--- src/sv/dsg_pkg.sv ---
// Shared types and constants of the direct-sum gravity step block.
package dsg_pkg;

  typedef struct packed {
    logic signed [31:0] pos_x;
    logic signed [31:0] pos_y;
    logic signed [31:0] vel_x;
    logic signed [31:0] vel_y;
    logic [30:0]        mass;
  } body_t;

  typedef struct packed {
    logic shift;
    logic load;
  } cell_ctrl_t;

  localparam logic OP_LOAD = 1'b0;
  localparam logic OP_STEP = 1'b1;

  localparam logic [1:0] ST_OK    = 2'd0;
  localparam logic [1:0] ST_FULL  = 2'd1;
  localparam logic [1:0] ST_EMPTY = 2'd2;

  localparam logic [1:0] REG_GRAVITY   = 2'd0;
  localparam logic [1:0] REG_SOFTENING = 2'd1;
  localparam logic [1:0] REG_TIME_STEP = 2'd2;

  // Serial divider: quotient bits and divisor width.
  localparam int DIV_NW = 48;
  localparam int DIV_DW = 50;

endpackage

--- src/sv/dsg_div.sv ---
// Restoring divider, one quotient bit per cycle.
module dsg_div import dsg_pkg::*; (
  input  logic              clk_i,
  input  logic              rst_ni,
  input  logic              start_i,
  input  logic [DIV_NW-1:0] num_i,
  input  logic [DIV_DW-1:0] den_i,
  output logic              busy_o,
  output logic              done_o,
  output logic [DIV_NW-1:0] quo_o
);

  localparam int CntW = $clog2(DIV_NW + 1);

  logic [DIV_DW-1:0] rem_q;
  logic [DIV_DW-1:0] den_q;
  logic [DIV_NW-1:0] quo_q;
  logic [CntW-1:0]   cnt_q;
  logic              busy_q;
  logic              done_q;
  logic [DIV_DW:0]   trial;
  logic [DIV_DW:0]   diff;
  logic              ge;

  assign trial = {rem_q, quo_q[DIV_NW-1]};
  assign diff  = trial - {1'b0, den_q};
  assign ge    = trial >= {1'b0, den_q};

  always_ff @(posedge clk_i or negedge rst_ni) begin
    if (!rst_ni) begin
      busy_q <= 1'b0;
      done_q <= 1'b0;
      cnt_q  <= '0;
    end else begin
      done_q <= 1'b0;
      if (start_i) begin
        busy_q <= 1'b1;
        cnt_q  <= '0;
      end else if (busy_q) begin
        cnt_q <= cnt_q + 1'b1;
        if (cnt_q == CntW'(DIV_NW - 1)) begin
          busy_q <= 1'b0;
          done_q <= 1'b1;
        end
      end
    end
  end

  always_ff @(posedge clk_i) begin
    if (start_i) begin
      rem_q <= '0;
      den_q <= den_i;
      quo_q <= num_i;
    end else if (busy_q) begin
      rem_q <= ge ? diff[DIV_DW-1:0] : trial[DIV_DW-1:0];
      quo_q <= {quo_q[DIV_NW-2:0], ge};
    end
  end

  assign busy_o = busy_q;
  assign done_o = done_q;
  assign quo_o  = quo_q;

endmodule

--- config.mk ---
export PLATFORM = sky130hd
export DESIGN_NAME = dsg_div
export DESIGN_NICKNAME = d
export VERILOG_FILES = /design/src/sv/dsg_pkg.sv /design/src/sv/dsg_div.sv
export SDC_FILE = /design/constraint.sdc
export NUM_CORES = 1
export LEC_CHECK = 0
export BUFFER_PORTS_ARGS = -buffer_cell sky130_fd_sc_hd__buf_2
export CAP_MARGIN = 20
export CORE_MARGIN = 1
export CORE_UTILIZATION = 24
export DETAILED_ROUTE_END_ITERATION = 12
export HOLD_SLACK_MARGIN = 0.1
export PLACE_DENSITY = 0.51
export SLEW_MARGIN = 10
export SYNTH_ARGS = -nofsm -noshare
export SYNTH_HDL_FRONTEND = slang
export SYNTH_SLANG_ARGS = --single-unit
--- constraint.sdc ---
create_clock -name clk_i -period 3.4 [get_ports clk_i]
set_input_delay 0.17 -clock clk_i [delete_from_list [all_inputs] [get_ports clk_i]]
set_output_delay 0.17 -clock clk_i [all_outputs]
set_load 0.02 [all_outputs]
* Yosys cells after proc, flatten, opt, wreduce, memory -nomap -nowiden *
Index checks and enable logic that the tools add are counted.

word-level totals
  bits of input ports = 101
  flip-flop bits (word level) = 156
  logic and storage cells = 22

operators by class
  order comparisons = 1
  equality and inequality tests = 1
  add/sub/neg operators = 2
  reductions and logical operators = 1
  multiplexer cells = 11

operator list
  operator             number
  $mux 48              2
  $ge 51x50->1         1
  $mux 50              1
  $sub 50x50->50       1
  $mux 6               2
  $add 6x1->6 const B  1
  $eq 6x6->1 const B   1
  $mux 1               6
  $reduce_bool 2->1    1

* Longest topological paths before layout *
  depth in word-level cells = 4
  depth in mapped cells = 16

* Worst setup path after synthesis *
No wires, ideal clock.

  path type = register -> register
  from = register quo_q[47] (netlist: quo_o[47])
  to = register rem_q[46]
  required time = 3.309 ns
  stages on the path, launching flop included = 16
  arrival time = 3.463 ns
  clock period less this slack = 3.554 ns
  slack = -0.154 ns
  buffers on the path = 0
  library setup time = 0.091 ns
  cell sequence = edfxtp_1 -> inv_1 -> ha_1 -> inv_1 -> fa_1 -> a21o_1 -> a221oi_2 -> a2111oi_2 -> a211o_4 -> a221oi_4 -> o31ai_4 -> a221oi_4 -> o41ai_2 -> xor2_1 -> nand2_1 -> a311oi_1

between the ends
  word-level cells in the longest chain between the ends = 2

ends and longest elaborated chain
  what                                                   RTL line                      text
  from (decl)                                            dsg_div.sv:17                 logic [DIV_NW-1:0] quo_q;
  from (signal assigned)                                 dsg_div.sv:53                 quo_q <= num_i;
  from (signal assigned)                                 dsg_div.sv:56                 quo_q <= {quo_q[DIV_NW-2:0], ge};
  $sub 50x50->50 / $ge 51x50->1 (equally long branches)  dsg_div.sv:26, dsg_div.sv:27
  $mux 50 *                                              dsg_div.sv:55                 rem_q <= ge ? diff[DIV_DW-1:0] : trial[DIV_DW-1:0];
  to (signal assigned)                                   dsg_div.sv:55
  to (decl)                                              dsg_div.sv:15                 logic [DIV_DW-1:0] rem_q;

Every way passes the cells marked *; elsewhere a longest branch is shown, timed or not.
A chain may end at the register's enable or synchronous reset.

* Final worst setup path *
Ends and elaborated chain as after synthesis.

==> summary.md <==
| Metric | Value |
|---|---|
| Hold Crit Class | `in -> reg` |
| Hold slack final | `0.1769 ns` |
| Critical path arrival | `3.72 ns` |
| GP Congestion | `0.8422` |
| Slowest Stage Delay on Critical Path | `0.40 ns` |
| Tcrit/Tclk final | `98.77%` |
| Antenna fix cells | `0` |
| Total Routing Usage GR | `13.20%` |
| Most common cell after layout, fill and taps aside | `buf_2` |
| Pwr dens | `609.3 mW/mm^2` |
| I/O Buffers | `150` |
| Die Y | `198.4 microns` |
| Cells after Synth | `897` |
| Largest family of logic cells by synthesized area | `compound AO/OA/AOI/OAI gates` |
| Final setup viols | `0` |
| CP cell instances | `inv_2 -> ha_4 -> inv_2 -> fa_2 -> a21o_1 -> a221oi_4 -> a2111oi_4 -> a211o_4 -> a221oi_4 -> o31ai_4 -> a221oi_4 -> o41ai_2 -> xor2_1 -> nand2_1 -> a311oi_2` |
| Most frequent cells in the layout | `149 x buf_2, 109 x nand2_1, 100 x dlygate4sd3_1` |
| DRC Markers | `0` |
| Vias per Instance | `4.487` |
| Leak pwr | `5.179 nW` |
| Warnings from Yosys | `0` |
| Initial core utilization | `24.47%` |
| Post-Place Cell Area | `0.01072 sq mm` |
| Crit-path max FO | `3` |
| Multi-input gate area | `0.004818 sq mm` |
| Final Routed Wirelength | `25230 microns` |
| Nets@finish | `1308` |
| Worst Skew | `0.01411 ns` |
| Number of enable flip-flop cells after synthesis | `98` |
| Crit end category | `flop` |
| Full die area | `0.03937 sq mm` |
| Final hold vios | `0` |
| Yosys cell types | `74` |
| H-tree levels | `4` |
| Storage element area | `0.004145 sq mm` |
| Critical path launch point type | `flop` |
| TritonCTS buffer count | `17` |
| Rows | `71` |
| Max Fclk | `297.8 MHz` |
| Vias | `7533` |
| Crit path kind | `reg -> reg` |
| VDD IR max | `0.0004080 V` |
| Dominant synthesized flop cell | `edfxtp_1` |
| MaxCap Viol Count | `0` |
| Hold Startpoint | `start_i` |
| Worst path top cell family by delay | `compound AO/OA/AOI/OAI gates` |
| Worst-path clk slew | `0.08 ns` |
| Number of global-route vias before repair | `7759` |
| Sequential area share after synthesis | `44.75%` |
| Clk Latency, worst-skew pair | `0.45 ns` |
| WL/cell | `15.02 microns` |
| Initial antenna violation count | `0` |
| Adder-Cell Fraction of Synth Area | `7.107%` |
| Min-Delay Endpoint | `den_q[8]$_DFFE_PP_` |
| CTS tree | `built` |
| First-pass GRT wire length | `40540 microns` |
| FF+latch count, synth | `156` |
| Die width | `198.4 microns` |
| Worst Reg-to-Reg Cells | `15` |
| Synth Area in Simple Gates | `11.93%` |
| Most used cell, CP | `a221oi_4` |
| Synth async-reset ratio | `5.128%` |
| Grt ovf | `0` |
| Status | `completed` |
| WP data required | `3.76 ns` |
| Post-DP HPWL | `17930 microns` |
| Largest net degree at the start of global routing | `95` |
| Post-route core utilization | `33.05%` |
| Max-slew headroom | `51.41%` |
| DRT iter0 DRCs | `373` |
| Max Slew Vio Count | `0` |
| Fillers | `3991` |
| Mapped Area | `0.009260 sq mm` |
| Post-route minimum period | `3.358 ns` |
| Synth Area in XOR/XNOR | `4.716%` |
| Compound-Gate Fraction of Synth Area | `19.12%` |
| Synth Area per Inst | `10.32 sq um` |
| Post-synthesis net count | `1050` |
| FF-to-FF Start | `quo_o[47]$_DFFE_PP_` |
| ANT nets after route | `0` |
| Slew @ Worst Pin | `0.7289 ns` |
| First-pass iteration count of the detailed router | `5` |
| Ports | `151` |
| Highest-delay cell along the critical path | `edfxtp_1` |
| Core Area | `0.03784 sq mm` |
| Area added between synthesis and finish | `35.05%` |
| Clk buf depth | `2` |
| Final instance area | `0.01251 sq mm` |
| Root Buffer | `clkbuf_16` |
| R2R Setup Slk | `0.04 ns` |
| Layout cells sized above 1 | `28.00%` |
| Clock sink count | `156` |
| Hold path cells | `1` |
| RSZ-0062 raised after global routing | `yes` |
| Buf+Inv Stages, Crit Path | `2` |
| RR Endpoint | `rem_q[46]$_SDFFE_PP0P_` |
| Mux share of post-synthesis cell area | `7.472%` |
==> layout make-up <==
cell class                 count  share of cell area (%)
clock inverter                15                   1.341
multi-input combinational    633                   38.53
clock buffer                  17                   3.402
timing repair buffer         285                   16.61
tap                          511                   5.113
inverter                      62                   1.861
sequential                   156                   33.15
==> worst register-to-register path, cell delays in order (launching register included) <==
cell	delay (ns)
edfxtp_1	0.40
inv_2	0.10
ha_4	0.14
inv_2	0.03
fa_2	0.34
a21o_1	0.20
a221oi_4	0.34
a2111oi_4	0.13
a211o_4	0.31
a221oi_4	0.30
o31ai_4	0.10
a221oi_4	0.33
o41ai_2	0.11
xor2_1	0.14
nand2_1	0.08
a311oi_2	0.22
==> layer usage <==
metal	up-vias	part of all wire, %	GRT usage (%)
met1	3598	46	16.94
li1	3777	-	-
met5	-	0	0
met3	26	3.1	2.577
met4	0	1.5	3.818
met2	132	49	22.37
==> Yosys cell counts (all sizes together), types with 3 or more instances <==
cell	count	share of area, %
a2111oi	3	0.55
a211oi	3	0.30
a21boi	3	0.36
a21o	27	2.2
a21oi	57	3.3
a221oi	5	0.92
a311oi	31	4.3
a31oi	7	0.47
and2	4	0.27
and3	5	0.34
buf	20	1.3
clkbuf	26	1.1
dfrtp	8	2.2
dfxtp	50	11
edfxtp	98	32
ha	51	6.9
inv	62	2.5
mux2	49	6.0
mux2i	14	1.5
nand2	109	4.4
nand2b	3	0.20
nand3	11	0.59
nand4	17	1.1
nor2	64	2.7
nor2b	6	0.41
nor3	8	0.49
nor4	6	0.54
o211ai	3	0.24
o21a	7	0.57
o21ai	49	2.6
o21bai	12	1.0
o31a	5	0.47
or4	3	0.28
xnor2	31	3.0
xor2	18	1.7
==> flip-flops by register name, summed over array words and instances (netlist names) <==
| signal | flops |
|---|---|
| cnt_q | 6 |
| done_o | 1 |
| busy_o | 1 |
| rem_q | 50 |
| quo_o | 48 |
| den_q | 50 |
==> power breakdown <==
part           leakage, nW  switching, W  total, W  internal, W
clock                0.293      0.000965   0.00195     0.000989
sequential            1.51      0.000197   0.00251      0.00232
combinational         3.38       0.00176   0.00315      0.00140
total                 5.18       0.00292   0.00762      0.00470
==> worst max-delay path by stage <==
stage / to / from / cells after the start
2_1_floorplan: rem_q[46]$_SDFFE_PP0P_ / quo_o[47]$_DFFE_PP_ / 15
3_3_place_gp: rem_q[42]$_SDFFE_PP0P_ / quo_o[47]$_DFFE_PP_ / 15
3_5_place_dp: rem_q[42]$_SDFFE_PP0P_ / quo_o[47]$_DFFE_PP_ / 15
4_1_cts: rem_q[46]$_SDFFE_PP0P_ / quo_o[47]$_DFFE_PP_ / 15
5_1_grt: rem_q[46]$_SDFFE_PP0P_ / quo_o[47]$_DFFE_PP_ / 15
6_report: rem_q[46]$_SDFFE_PP0P_ / quo_o[47]$_DFFE_PP_ / 15
==> stage by stage <==
stage	worst slack [ns]	setup TNS [ns]	cells	power [W]
finish	0.04193	0	1679	0.007620
global route	-0.1687	-1.398	1679	0.008090
CTS	-0.02083	-0.03642	1675	0.007555
detailed placement	-0.07994	-0.1550	1541	0.005464
global placement	-0.06676	-0.1305	1541	0.005453
floorplan	0.009410	0	897	0.004691
==> logic make-up after synthesis <==
group | Yosys count
multiplexers | 63
flip-flops | 156
XOR/XNOR | 49
AO/OA/AOI/OAI | 226
buffers and inverters | 108
adder cells (fa/ha/maj) | 52
AND/OR/NAND/NOR | 243
==> timing repair <==
action | 4_1_cts | 5_1_grt
endpoints found under the setup margin | 30 | 46
hold buffers | 100 | 0
setup buffers | 2 | 4
gates resized for setup | 2 | 29
hold endpoints to repair | 106 | 0
pin swaps | 2 | 15
Note: power is estimated with default switching activity, not from simulation.
