`config.mk`:
```
export PLATFORM = sky130hd
export DESIGN_NAME = dsg_isqrt
export DESIGN_NICKNAME = d
export VERILOG_FILES = /design/src/sv/dsg_isqrt.sv
export SDC_FILE = /design/constraint.sdc
export NUM_CORES = 1
export LEC_CHECK = 0
export BUFFER_PORTS_ARGS = -buffer_cell sky130_fd_sc_hd__buf_4
export CORE_ASPECT_RATIO = 1.75
export CORE_MARGIN = 2
export CORE_UTILIZATION = 55
export DETAILED_ROUTE_END_ITERATION = 6
export PLACE_DENSITY = 0.71
export SLEW_MARGIN = 20
export SYNTH_ARGS = -nofsm -noshare
export SYNTH_HDL_FRONTEND = slang
export SYNTH_SLANG_ARGS = --single-unit
```
`constraint.sdc`:
```
create_clock -name clk_i -period 7.77 [get_ports clk_i]
set_clock_uncertainty 0.05 [all_clocks]
set_input_delay 0.777 -clock clk_i [delete_from_list [all_inputs] [get_ports clk_i]]
set_output_delay 0.777 -clock clk_i [all_outputs]
set_load 0.01 [all_outputs]
```
`src/sv/dsg_isqrt.sv`:
```
// Integer square root, one result bit per cycle.
module dsg_isqrt (
  input  logic        clk_i,
  input  logic        rst_ni,
  input  logic        start_i,
  input  logic [63:0] rad_i,
  output logic        busy_o,
  output logic        done_o,
  output logic [31:0] root_o
);

  logic [63:0] n_q;
  logic [63:0] r_q;
  logic [63:0] bit_q;
  logic        busy_q;
  logic        done_q;
  logic [63:0] trial;

  assign trial = r_q + bit_q;

  always_ff @(posedge clk_i or negedge rst_ni) begin
    if (!rst_ni) begin
      busy_q <= 1'b0;
      done_q <= 1'b0;
    end else begin
      done_q <= 1'b0;
      if (start_i) begin
        busy_q <= 1'b1;
      end else if (busy_q && bit_q[0]) begin
        busy_q <= 1'b0;
        done_q <= 1'b1;
      end
    end
  end

  always_ff @(posedge clk_i) begin
    if (start_i) begin
      n_q   <= rad_i;
      r_q   <= '0;
      bit_q <= 64'h4000_0000_0000_0000;
    end else if (busy_q) begin
      if (n_q >= trial) begin
        n_q <= n_q - trial;
        r_q <= (r_q >> 1) + bit_q;
      end else begin
        r_q <= r_q >> 1;
      end
      bit_q <= bit_q >> 2;
    end
  end

  assign busy_o = busy_q;
  assign done_o = done_q;
  assign root_o = r_q[31:0];

endmodule

```
Word-level counts from Yosys, hierarchy flattened
Index checks and enable logic that the tools add are counted.
Cells by class
  add/subtract/negate cells: 3
  $lt $le $gt $ge: 1
  muxes and demuxes: 8
  reduce and logical (&&, ||, !) cells: 5
Operators by type and width (count)
  $mux W64: 4
  $add A63 B63 Y64: 1
  $add A64 B63 Y64: 1
  $ge A64 B64 Y1: 1
  $sub A64 B64 Y64: 1
  $reduce_bool A2 Y1: 3
  $mux W1: 4
  $reduce_and A2 Y1: 1
  $logic_and A1 B1 Y1: 1
Storage, ports and cells
  register bits after elaboration: 162
  input port bits: 67
  output and inout port bits: 34
  logic and storage cells: 22

Logic depth before layout (Yosys ltp)
Gate-level depths: netlist (run 1).
  depth in word-level cells: 5
  mapped depth: 28

Least setup slack after synthesis (run 1)
Ideal clock, no wire load.
  kind: reg2reg
  start point: register r_q[2]
  end point: register n_q[0], enable pin
  library setup time: 432 ps
  data arrival time: 6046 ps
  required time: 7288 ps
  path slack: 1241 ps
  stages on the path, launching flop included: 24
  period minus slack after synthesis: 6529 ps
  path through: dfxtp_1 -> ha_1 -> a31o_2 -> a31oi_1 -> o21ai_2 -> a21oi_1 -> o31ai_4 -> a21oi_1 -> o31ai_2 -> a21o_1 -> a21oi_1 -> o21bai_1 -> xnor2_1 -> ha_1 -> clkbuf_1 -> nand4_1 -> nor3_1 -> nand4_1 -> o31ai_1 -> a221oi_1 -> o41ai_1 -> buf_2 -> nand2_1 -> nand2b_1
Between the ends
  cells in the longest elaborated chain, start to end: 4
RTL lines
  start, declared: RTL line 13  | logic [63:0] r_q;
  start signal, assigned: RTL line 44  | r_q <= (r_q >> 1) + bit_q;
  start signal, assigned: RTL line 46  | r_q <= r_q >> 1;
  $add A64 B63 Y64: RTL line 19  | assign trial = r_q + bit_q;
  $ge A64 B64 Y1: RTL line 42  | if (n_q >= trial) begin
  $reduce_bool A2 Y1 (no source line)
  $reduce_and A2 Y1 (no source line)
  end signal, assigned: RTL line 38  | n_q <= rad_i;
  end signal, assigned: RTL line 43  | n_q <= n_q - trial;
  end, declared: RTL line 12  | logic [63:0] n_q;
No other way between the ends.
A chain may end at the register's enable or synchronous reset.

Worst setup path in the final report (run 1)
  start point: register r_q[2]
  end point: register r_q[26]
Between the ends
  cells in the longest elaborated chain, start to end: 3
  elaborated cells between the ends (all ways): 4
  those cells by class: 2 x add/sub; 1 x order compare; 1 x mux
RTL lines (RTL line)
  $add A64 B63 Y64: 19
  $ge A64 B64 Y1: 42
  $mux W64 (*): 42
Every way passes the cells marked *; elsewhere a longest branch is shown, timed or not.

==> results of run 1 <==
[cells by family after synthesis]
| logic type | count (synthesis) | synth area share [%] |
|---|---|---|
| AND/OR/NAND/NOR | 628 | 19.0 |
| adder cells (fa/ha/maj) | 131 | 10.9 |
| flip-flops | 162 | 25.8 |
| XOR/XNOR | 152 | 8.82 |
| buffers and inverters | 165 | 5.21 |
| multiplexers | 42 | 2.82 |
| AO/OA/AOI/OAI | 623 | 27.4 |
[where the power goes]
| part | internal (mW) | total, mW | switching (mW) | leakage, nW |
|---|---|---|---|---|
| Combinational | 1.38 | 3.59 | 2.20 | 4.89 |
| Sequential | 1.22 | 1.43 | 0.206 | 1.47 |
| Clock | 0.437 | 0.826 | 0.389 | 0.274 |
[cell usage after synthesis (7+ instances only)]
library cell | instances | share of area, %
buf_4 | 36 | 1.8
nand4_1 | 37 | 1.5
o21ai_1 | 7 | 0.23
o21a_1 | 9 | 0.45
xor2_1 | 84 | 4.9
a311oi_1 | 22 | 1.3
a31o_2 | 10 | 0.58
nor4_1 | 12 | 0.50
o21bai_1 | 42 | 2.1
nand3_1 | 23 | 0.76
clkbuf_1 | 78 | 1.9
xnor2_1 | 68 | 3.9
nor2_1 | 203 | 5.0
o21ai_0 | 154 | 5.1
buf_2 | 14 | 0.46
inv_1 | 32 | 0.80
nand2b_1 | 11 | 0.46
a21o_1 | 56 | 2.8
mux2i_1 | 38 | 2.5
or3_1 | 20 | 0.83
dfxtp_1 | 96 | 13
a211oi_1 | 27 | 1.3
o22ai_1 | 9 | 0.37
a31oi_1 | 56 | 2.3
ha_1 | 130 | 11
nand2_1 | 217 | 5.4
nor3_1 | 22 | 0.73
a21boi_0 | 11 | 0.55
a21oi_1 | 122 | 4.0
nor2b_1 | 32 | 1.3
and3_1 | 17 | 0.70
edfxtp_1 | 64 | 13
o211ai_1 | 8 | 0.40
and2_1 | 11 | 0.46
o31ai_1 | 11 | 0.55
[flip-flops by register name (all words and copies together), names as in the netlist]
| register | count |
|---|---|
| bit_q | 32 |
| busy_o | 1 |
| done_o | 1 |
| n_q | 64 |
| r_q | 64 |
[routing by layer]
layer / wire (µm) / vias up / global-route usage [%]
met5: 0 / - / 0
met4: 3060 / 0 / 21.0
met3: 1640 / 179 / 4.17
met2: 24500 / 443 / 59.6
met1: 16400 / 6819 / 31.4
li1: - / 6968 / -
[path summary, 6_finish.rpt]
check / start / endpoint / slack (ps) / cells past startpoint
worst min-delay path: rst_ni / busy_o / 30 / 1
max in group asynchronous: rst_ni / busy_o / 7540 / 1
worst min register to register: bit_q[0] / done_o / 450 / 2
min in group clk_i: bit_q[0] / done_o / 450 / 2
worst max register to register: r_q[2] / r_q[26] / 1110 / 23
worst max-delay path: r_q[2] / r_q[26] / 1110 / 23
[critical path: cells and delay by family, from the launching register on]
kind | cells | cell delay, ps
XOR/XNOR | 1 | 140
AO/OA/AOI/OAI | 18 | 4670
flip-flops | 1 | 430
buffers and inverters | 1 | 410
AND/OR/NAND/NOR | 1 | 170
adder cells (fa/ha/maj) | 2 | 680
[cell type report]
cell class                      count  area, µm²
Timing Repair Buffer              109        835
Multi-Input combinational cell   1576      10400
Tap cell                          369        462
Sequential cell                   162       3900
Clock buffer                       21        472
Inverter                           33        124
Clock inverter                     11       76.3
Fill cell                        2538      10800
[metrics by stage]
stage          hold slack, ps  area (µm²)  util (%)  worst slack (ps)  power, mW
6_report                 28.8       16300      60.1              1110       5.84
5_1_grt                  25.3       16300      60.1               587       6.29
4_1_cts                  18.3       16300      60.1              1180       5.82
3_5_place_dp              435       15700      58.1              1240       4.98
3_3_place_gp              447       15700      58.1              1440       4.95
2_1_floorplan             408       15100         -              1240       4.11
==> results.toml, run 1 <==
[sta]
rsz0062_at_grt = "no"
period_share_pct = 85.7
slew_viol_final = 0
final.min_clock_period_ps = 6660
setup_tns_ps = 0
worst_pin_slew_ps = 1050
timing_hold_violations_final = 0
fmax_mhz = 150
finalSetupViolCount = 0
slew_headroom_pct = 29.8

[setup_path]
worstSetupPathType = "flip-flop to flip-flop"
cp.arrival_ps = 6980
crit_chain = "ha_1 -> a31o_2 -> a31oi_1 -> o21ai_2 -> a21oi_1 -> o31ai_4 -> a21oi_1 -> o31ai_2 -> a21o_1 -> a21oi_1 -> o21bai_1 -> xnor2_1 -> ha_1 -> a21oi_1 -> o21bai_1 -> a21oi_1 -> o21ai_0 -> a221oi_1 -> o41a_2 -> buf_4 -> o21ai_0 -> nor2b_1 -> a311oi_1"
cp_max_fo = 34
required_ps = 8090
max_stage_delay_ps = 520
cp_slowest_cell = "o41a_2"
cp-end-kind = "flip-flop"
critPathLaunchType = "flip-flop"
crit_path_frequent_cell = "a21oi_1"

[yosys]
synth-seq-area-share_pct = 25.8
async_reset_ff_share_pct = 1.23
ys_seq_elements = 162
syn-cell-area_um2 = 15100
synth_top_flop_cell = "dfxtp_1"
syn-num-nets = 2101
ys_types = 89
synth_enable_flop_cells = 64
avgSynthCellArea_um2 = 7.93
ys_warn_count = 0
synthCells = 1903

[layout]
final_cell_mix = "nand2_1 (217), nor2_1 (203), o21ai_0 (154), ha_1 (130), a21oi_1 (122)"
final_common_cell = "nand2_1"
areaGrowthSynthToFinish_pct = 7.92
layout.cells.non_filler = 2281
fin_nets = 2097
post_route_cells_drive_above_1_share_pct = 10.0
antenna_cells = 0

[placement]
routabilityCongestion = 0.979
dp_cells = 2249
io_buffers = 100
dp_hpwl_um = 35200

[floorplan]
pin_count = 101
die_w_um = 129
coreArea_um2 = 27100
start_util_pct = 55.7
die_h_um = 223
die-area_um2 = 28800
row_count = 80

[clock_tree]
cts_buffers = 17
clock_latency_ps = 470
path_clk_slew_ps = 70
cts_resized = 0
hold_buffers = 0
cts-root-buf = "clkbuf_16"
cts.sinks = 162
clockBufferDepth = 2
cts_tree = "done"
ctsHtreeMaxLevel = 4
cts_post_setup_buffers_inserted = 0

[run]
maxCapViolations = 0

[detailed_routing]
drt_iter0_drc = 877
drtPass1Iterations = 5
vias_per_cell = 6.32
dr_total_vias = 14409
wl_per_cell_um = 20.0
drt-total-wl_um = 45500
drt_drc_violations_left = 0
detail-route-antenna-nets = 0

[power_and_ir_drop]
p_per_area_nw_per_um2 = 358
p_leak_nw = 6.63
irDropWorstVdd_mv = 0.278

[global_route]
track_usage_pct = 31.7
grt_max_degree = 156
grt_pass1_wl_um = 71900
antenna_found_initial = 0
grt_overflow = 0
grt_pass1_vias = 14151

[status]
status = "complete, no violations"

[worst_hold_path]
hp-class = "primary input to asynchronous set/reset pin"
No activity file was read; power rests on OpenSTA's default activity.
==> run 2, diff against run 1 <==
--- a/config.mk
+++ b/config.mk
@@ -6,11 +6,10 @@
 export NUM_CORES = 1
 export LEC_CHECK = 0
 export BUFFER_PORTS_ARGS = -buffer_cell sky130_fd_sc_hd__buf_4
-export CORE_ASPECT_RATIO = 1.75
-export CORE_MARGIN = 2
-export CORE_UTILIZATION = 55
+export CORE_ASPECT_RATIO = 2
+export CORE_UTILIZATION = 45
 export DETAILED_ROUTE_END_ITERATION = 6
-export PLACE_DENSITY = 0.71
+export PLACE_DENSITY = 0.6
 export SLEW_MARGIN = 20
 export SYNTH_ARGS = -nofsm -noshare
 export SYNTH_HDL_FRONTEND = slang
==> results.toml, run 2 (same netlist as run 1, synthesis figures left out) <==
[detailed_routing]
dr_total_vias = 14074
drtPass1Iterations = 5
drt-total-wl_um = 47600
vias_per_cell = 5.99
detail-route-antenna-nets = 0
drt_iter0_drc = 840
wl_per_cell_um = 20.3
drt_drc_violations_left = 0

[worst_hold_path]
hp-class = "primary input to asynchronous set/reset pin"

[setup_path]
cp_slowest_cell = "o41a_2"
cp.arrival_ps = 7400
r2r_cells = 24
cp-end-kind = "flip-flop"
required_ps = 8100
worstSetupPathType = "flip-flop to flip-flop"
reg2reg_to = "r_q[26]"
critPathLaunchType = "flip-flop"
cp_max_fo = 38
max_stage_delay_ps = 710
crit_path_frequent_cell = "a21oi_1"
crit_chain = "ha_1 -> a31o_2 -> a31oi_1 -> o21ai_2 -> buf_4 -> a21oi_1 -> o31ai_4 -> a21oi_1 -> o31ai_2 -> a21o_1 -> a21oi_1 -> o21bai_1 -> xnor2_1 -> ha_1 -> a21oi_1 -> o21bai_1 -> a21oi_1 -> o21ai_0 -> a221oi_1 -> o41a_2 -> buf_12 -> o21ai_0 -> nor2b_1 -> a311oi_1"
r2r_setup_slack_ps = 690
r2r-start = "r_q[2]"

[floorplan]
start_util_pct = 45.9
coreArea_um2 = 32900
pin_count = 101
die-area_um2 = 34300
die_w_um = 132
row_count = 94
die_h_um = 261

[power_and_ir_drop]
finalPower_mw = 5.97
irDropWorstVdd_mv = 0.243
p_leak_nw = 6.68
p_per_area_nw_per_um2 = 363

[clock_tree]
cts_buffers = 17
hold_buffers = 0
clock_latency_ps = 470
cts.sinks = 162
clockBufferDepth = 2
path_clk_slew_ps = 80
cts_tree = "done"
cts-root-buf = "clkbuf_16"
ctsHtreeMaxLevel = 4
cts_resized = 0
cts_post_setup_buffers_inserted = 0

[status]
status = "complete, no violations"

[global_route]
grt_pass1_wl_um = 74400
track_usage_pct = 27.7
grt_max_degree = 83
antenna_found_initial = 0
grt_overflow = 0
grt_pass1_vias = 14068

[layout]
fin_nets = 2102
areaGrowthSynthToFinish_pct = 8.99
final_common_cell = "nand2_1"
num-fill-cells = 3381
antenna_cells = 0
post_route_cells_drive_above_1_share_pct = 10.4
final_cell_mix = "nand2_1 (217), nor2_1 (203), o21ai_0 (154), ha_1 (130), a21oi_1 (122)"
reg_top3 = "n_q: 64 flops, r_q: 64 flops, bit_q: 32 flops"

[sta]
timing_hold_violations_final = 0
slew_viol_final = 0
finalSetupViolCount = 0
slew_headroom_pct = 31.8
setup_tns_ps = 0
period_share_pct = 91.1
final.min_clock_period_ps = 7080
fmax_mhz = 141
rsz0062_at_grt = "no"
worst_pin_slew_ps = 1020

[placement]
io_buffers = 100
dp_hpwl_um = 36700
routabilityCongestion = 0.969

[run]
maxCapViolations = 0
[run 2: report_power, final]
group	total (mW)	switching [mW]	internal, mW	leakage [nW]
logic	3.69	2.28	1.40	4.93
clock network	0.869	0.421	0.448	0.290
registers	1.41	0.191	1.22	1.47
total	5.97	2.90	3.07	6.68
[run 2: area by class of cell]
| class | count | area (µm²) | share of cell area (%) |
|---|---|---|---|
| Timing Repair Buffer | 114 | 885 | 5.38 |
| Inverter | 33 | 124 | 0.753 |
| Tap cell | 432 | 541 | 3.28 |
| Clock buffer | 19 | 464 | 2.82 |
| Multi-Input combinational cell | 1576 | 10400 | 63.4 |
| Sequential cell | 162 | 3900 | 23.7 |
| Clock inverter | 13 | 111 | 0.677 |
[run 2: metrics by stage]
step / worst slack (ps) / std cells / util [%] / hold WS [ps] / instance area (µm²)
6_report: 694 / 2349 / 50.0 / 15.9 / 16500
5_1_grt: 312 / 2349 / 50.0 / 7.34 / 16500
2_1_floorplan: 1240 / 1903 / - / 408 / 15100
3_3_place_gp: 885 / 2317 / 48.2 / 450 / 15900
4_1_cts: 765 / 2349 / 50.0 / 3.36 / 16500
3_5_place_dp: 831 / 2317 / 48.2 / 448 / 15900
[run 2: metal layers]
layer / wire length (µm) / vias to the layer above / GRT usage (%)
li1: - / 6987 / -
met1: 17300 / 6649 / 26.2
met2: 26400 / 307 / 55.7
met3: 1160 / 131 / 3.17
met4: 2770 / 0 / 17.7
met5: 0 / - / 0
[run 2: critical path, delay by kind of cell (launching register included)]
kind | cells | cell delay (ps)
buffers and inverters | 2 | 460
DFF | 1 | 440
AOI/OAI and AO/OA | 18 | 4920
and+or+nand+nor | 1 | 190
xor gates and xnor gates | 1 | 150
adders and majority gates | 2 | 690
[run 2: worst max path at each step]
| stage | startpoint | to | slack [ps] | cells after the start |
|---|---|---|---|---|
| 5_1_grt | r_q[2] | r_q[26] | 310 | 24 |
| 3_3_place_gp | r_q[2] | r_q[26] | 880 | 24 |
| 3_5_place_dp | r_q[2] | r_q[26] | 830 | 24 |
| 2_1_floorplan | r_q[2] | n_q[0] | 1240 | 23 |
| 4_1_cts | r_q[2] | r_q[26] | 770 | 24 |
| 6_report | r_q[2] | r_q[26] | 690 | 24 |
==> run 3, diff against run 2 <==
--- a/config.mk
+++ b/config.mk
@@ -10,6 +10,7 @@
 export CORE_UTILIZATION = 45
 export DETAILED_ROUTE_END_ITERATION = 6
 export PLACE_DENSITY = 0.6
+export RECOVER_POWER = 50
 export SLEW_MARGIN = 20
 export SYNTH_ARGS = -nofsm -noshare
 export SYNTH_HDL_FRONTEND = slang
==> results.toml, run 3 (same netlist as run 1, synthesis figures left out) <==
[layout]
post_route_cells_drive_above_1_share_pct = 8.03
final_common_cell = "nand2_1"
areaGrowthSynthToFinish_pct = 7.66
reg_top3 = "n_q: 64 flops, r_q: 64 flops, bit_q: 32 flops"
final_core_util_pct = 49.4
fin_nets = 2102
final_cell_mix = "nand2_1 (217), nor2_1 (203), o21ai_0 (156), ha_1 (130), a21oi_1 (123)"
antenna_cells = 0

[floorplan]
coreArea_um2 = 32900
die_w_um = 132
die_h_um = 261
start_util_pct = 45.9
die-area_um2 = 34300
pin_count = 101
row_count = 94

[setup_path]
worstSetupPathType = "flip-flop to flip-flop"
cp_max_fo = 35
required_ps = 8070
cp.arrival_ps = 7470
cp-end-kind = "flip-flop"
critPathLaunchType = "flip-flop"

[placement]
routabilityCongestion = 0.969
io_buffers = 100
dp_hpwl_um = 36700

[power_and_ir_drop]
swShare_pct = 48.6
power.internal_mw = 3.04
seqPwrFrac_pct = 23.9
pwr-share-clk_pct = 14.7
p_per_area_nw_per_um2 = 364
netSwitchingPower_mw = 2.88
p_leak_nw = 6.51
combPwrFrac_pct = 61.5
irDropWorstVdd_mv = 0.242

[global_route]
antenna_found_initial = 0
grt_overflow = 0
grt_max_degree = 83
grt_pass1_wl_um = 74400
grt_pass1_vias = 14068
track_usage_pct = 27.7

[sta]
slew_headroom_pct = -101
final.min_clock_period_ps = 7170
setup_tns_ps = 0
finalSetupViolCount = 0
fmax_mhz = 139
timing_hold_violations_final = 0
slew_viol_final = 225
worst_pin_slew_ps = 3010
period_share_pct = 92.3
rsz0062_at_grt = "no"

[detailed_routing]
vias_per_cell = 6.01
drtPass1Iterations = 6
dr_total_vias = 14126
detail-route-antenna-nets = 0
drt_drc_violations_left = 0
wl_per_cell_um = 20.3
drt_iter0_drc = 839
drt-total-wl_um = 47600

[clock_tree]
clock_latency_ps = 480
ctsHtreeMaxLevel = 4
cts_resized = 0
cts_tree = "done"
cts.sinks = 162
hold_buffers = 0
path_clk_slew_ps = 80
cts_post_setup_buffers_inserted = 0
cts-root-buf = "clkbuf_16"
cts_buffers = 17
clockBufferDepth = 2

[status]
status = "finished with violations"
violations = "capacitance limit, slew limit"

[worst_hold_path]
hp-class = "primary input to asynchronous set/reset pin"

[run]
maxCapViolations = 5
==> run 3: per-layer routing <==
layer | vias up | track usage [%] | routed length, µm
met5 | - | 0 | 0
met4 | 0 | 17.7 | 2800
met3 | 133 | 3.17 | 1210
met2 | 325 | 55.7 | 26300
met1 | 6677 | 26.2 | 17300
li1 | 6991 | - | -
==> run 3: per-stage QoR <==
stage	power, mW	setup WS [ps]	instance area [µm²]	hold WS [ps]	cells
2_1_floorplan	4.11	1240	15100	408	1903
3_3_place_gp	5.05	885	15900	450	2317
3_5_place_dp	5.08	831	15900	448	2317
4_1_cts	5.97	765	16500	3.36	2349
5_1_grt	6.34	163	16300	17.5	2349
6_report	5.92	600	16300	17.2	2349
==> run 3: area by class of cell <==
cell class,instances,area [µm²]
sequential,162,3890
inverter,33,124
clock inverter,13,111
clock buffer,19,464
multi-input combinational,1576,10400
tap,432,541
fill,3420,16700
timing repair buffer,114,738
==> run 3: worst max-delay path: stages (launching register included) <==
cell and delay (ps):
dfxtp_1 450, ha_1 320, a31o_2 280, a31oi_1 350, o21ai_2 80, clkbuf_1 210
a21oi_1 550, o31ai_4 150, a21oi_1 420, o31ai_2 180, a21o_1 220, a21oi_1 400
o21bai_1 130, xnor2_1 150, ha_1 380, a21oi_1 370, o21bai_1 100, a21oi_1 170
o21ai_0 100, a221oi_1 410, o41a_2 720, buf_4 280, o21ai_0 80, nor2b_1 230
a311oi_1 230
==> run 3: power by group through the flow <==
stage	sequential (mW)	combinational (mW)	clock, mW
floorplan	1.34	2.77	0
global route	1.44	3.99	0.909
global placement	1.43	3.63	0
detailed placement	1.43	3.65	0
finish	1.41	3.64	0.869
CTS	1.41	3.67	0.884
==> run 3: final timing paths <==
path                       depth (start not counted)  startpoint  endpoint  slack [ps]
setup / recovery                                  24      r_q[2]    r_q[6]         600
hold / removal                                     1      rst_ni    busy_o          20
hold reg to reg                                    2      r_q[0]    r_q[0]         460
max in group asynchronous                          1      rst_ni    done_o        7530
setup reg to reg                                  24      r_q[2]    r_q[6]         600
min in group clk_i                                 2      r_q[0]    r_q[0]         460
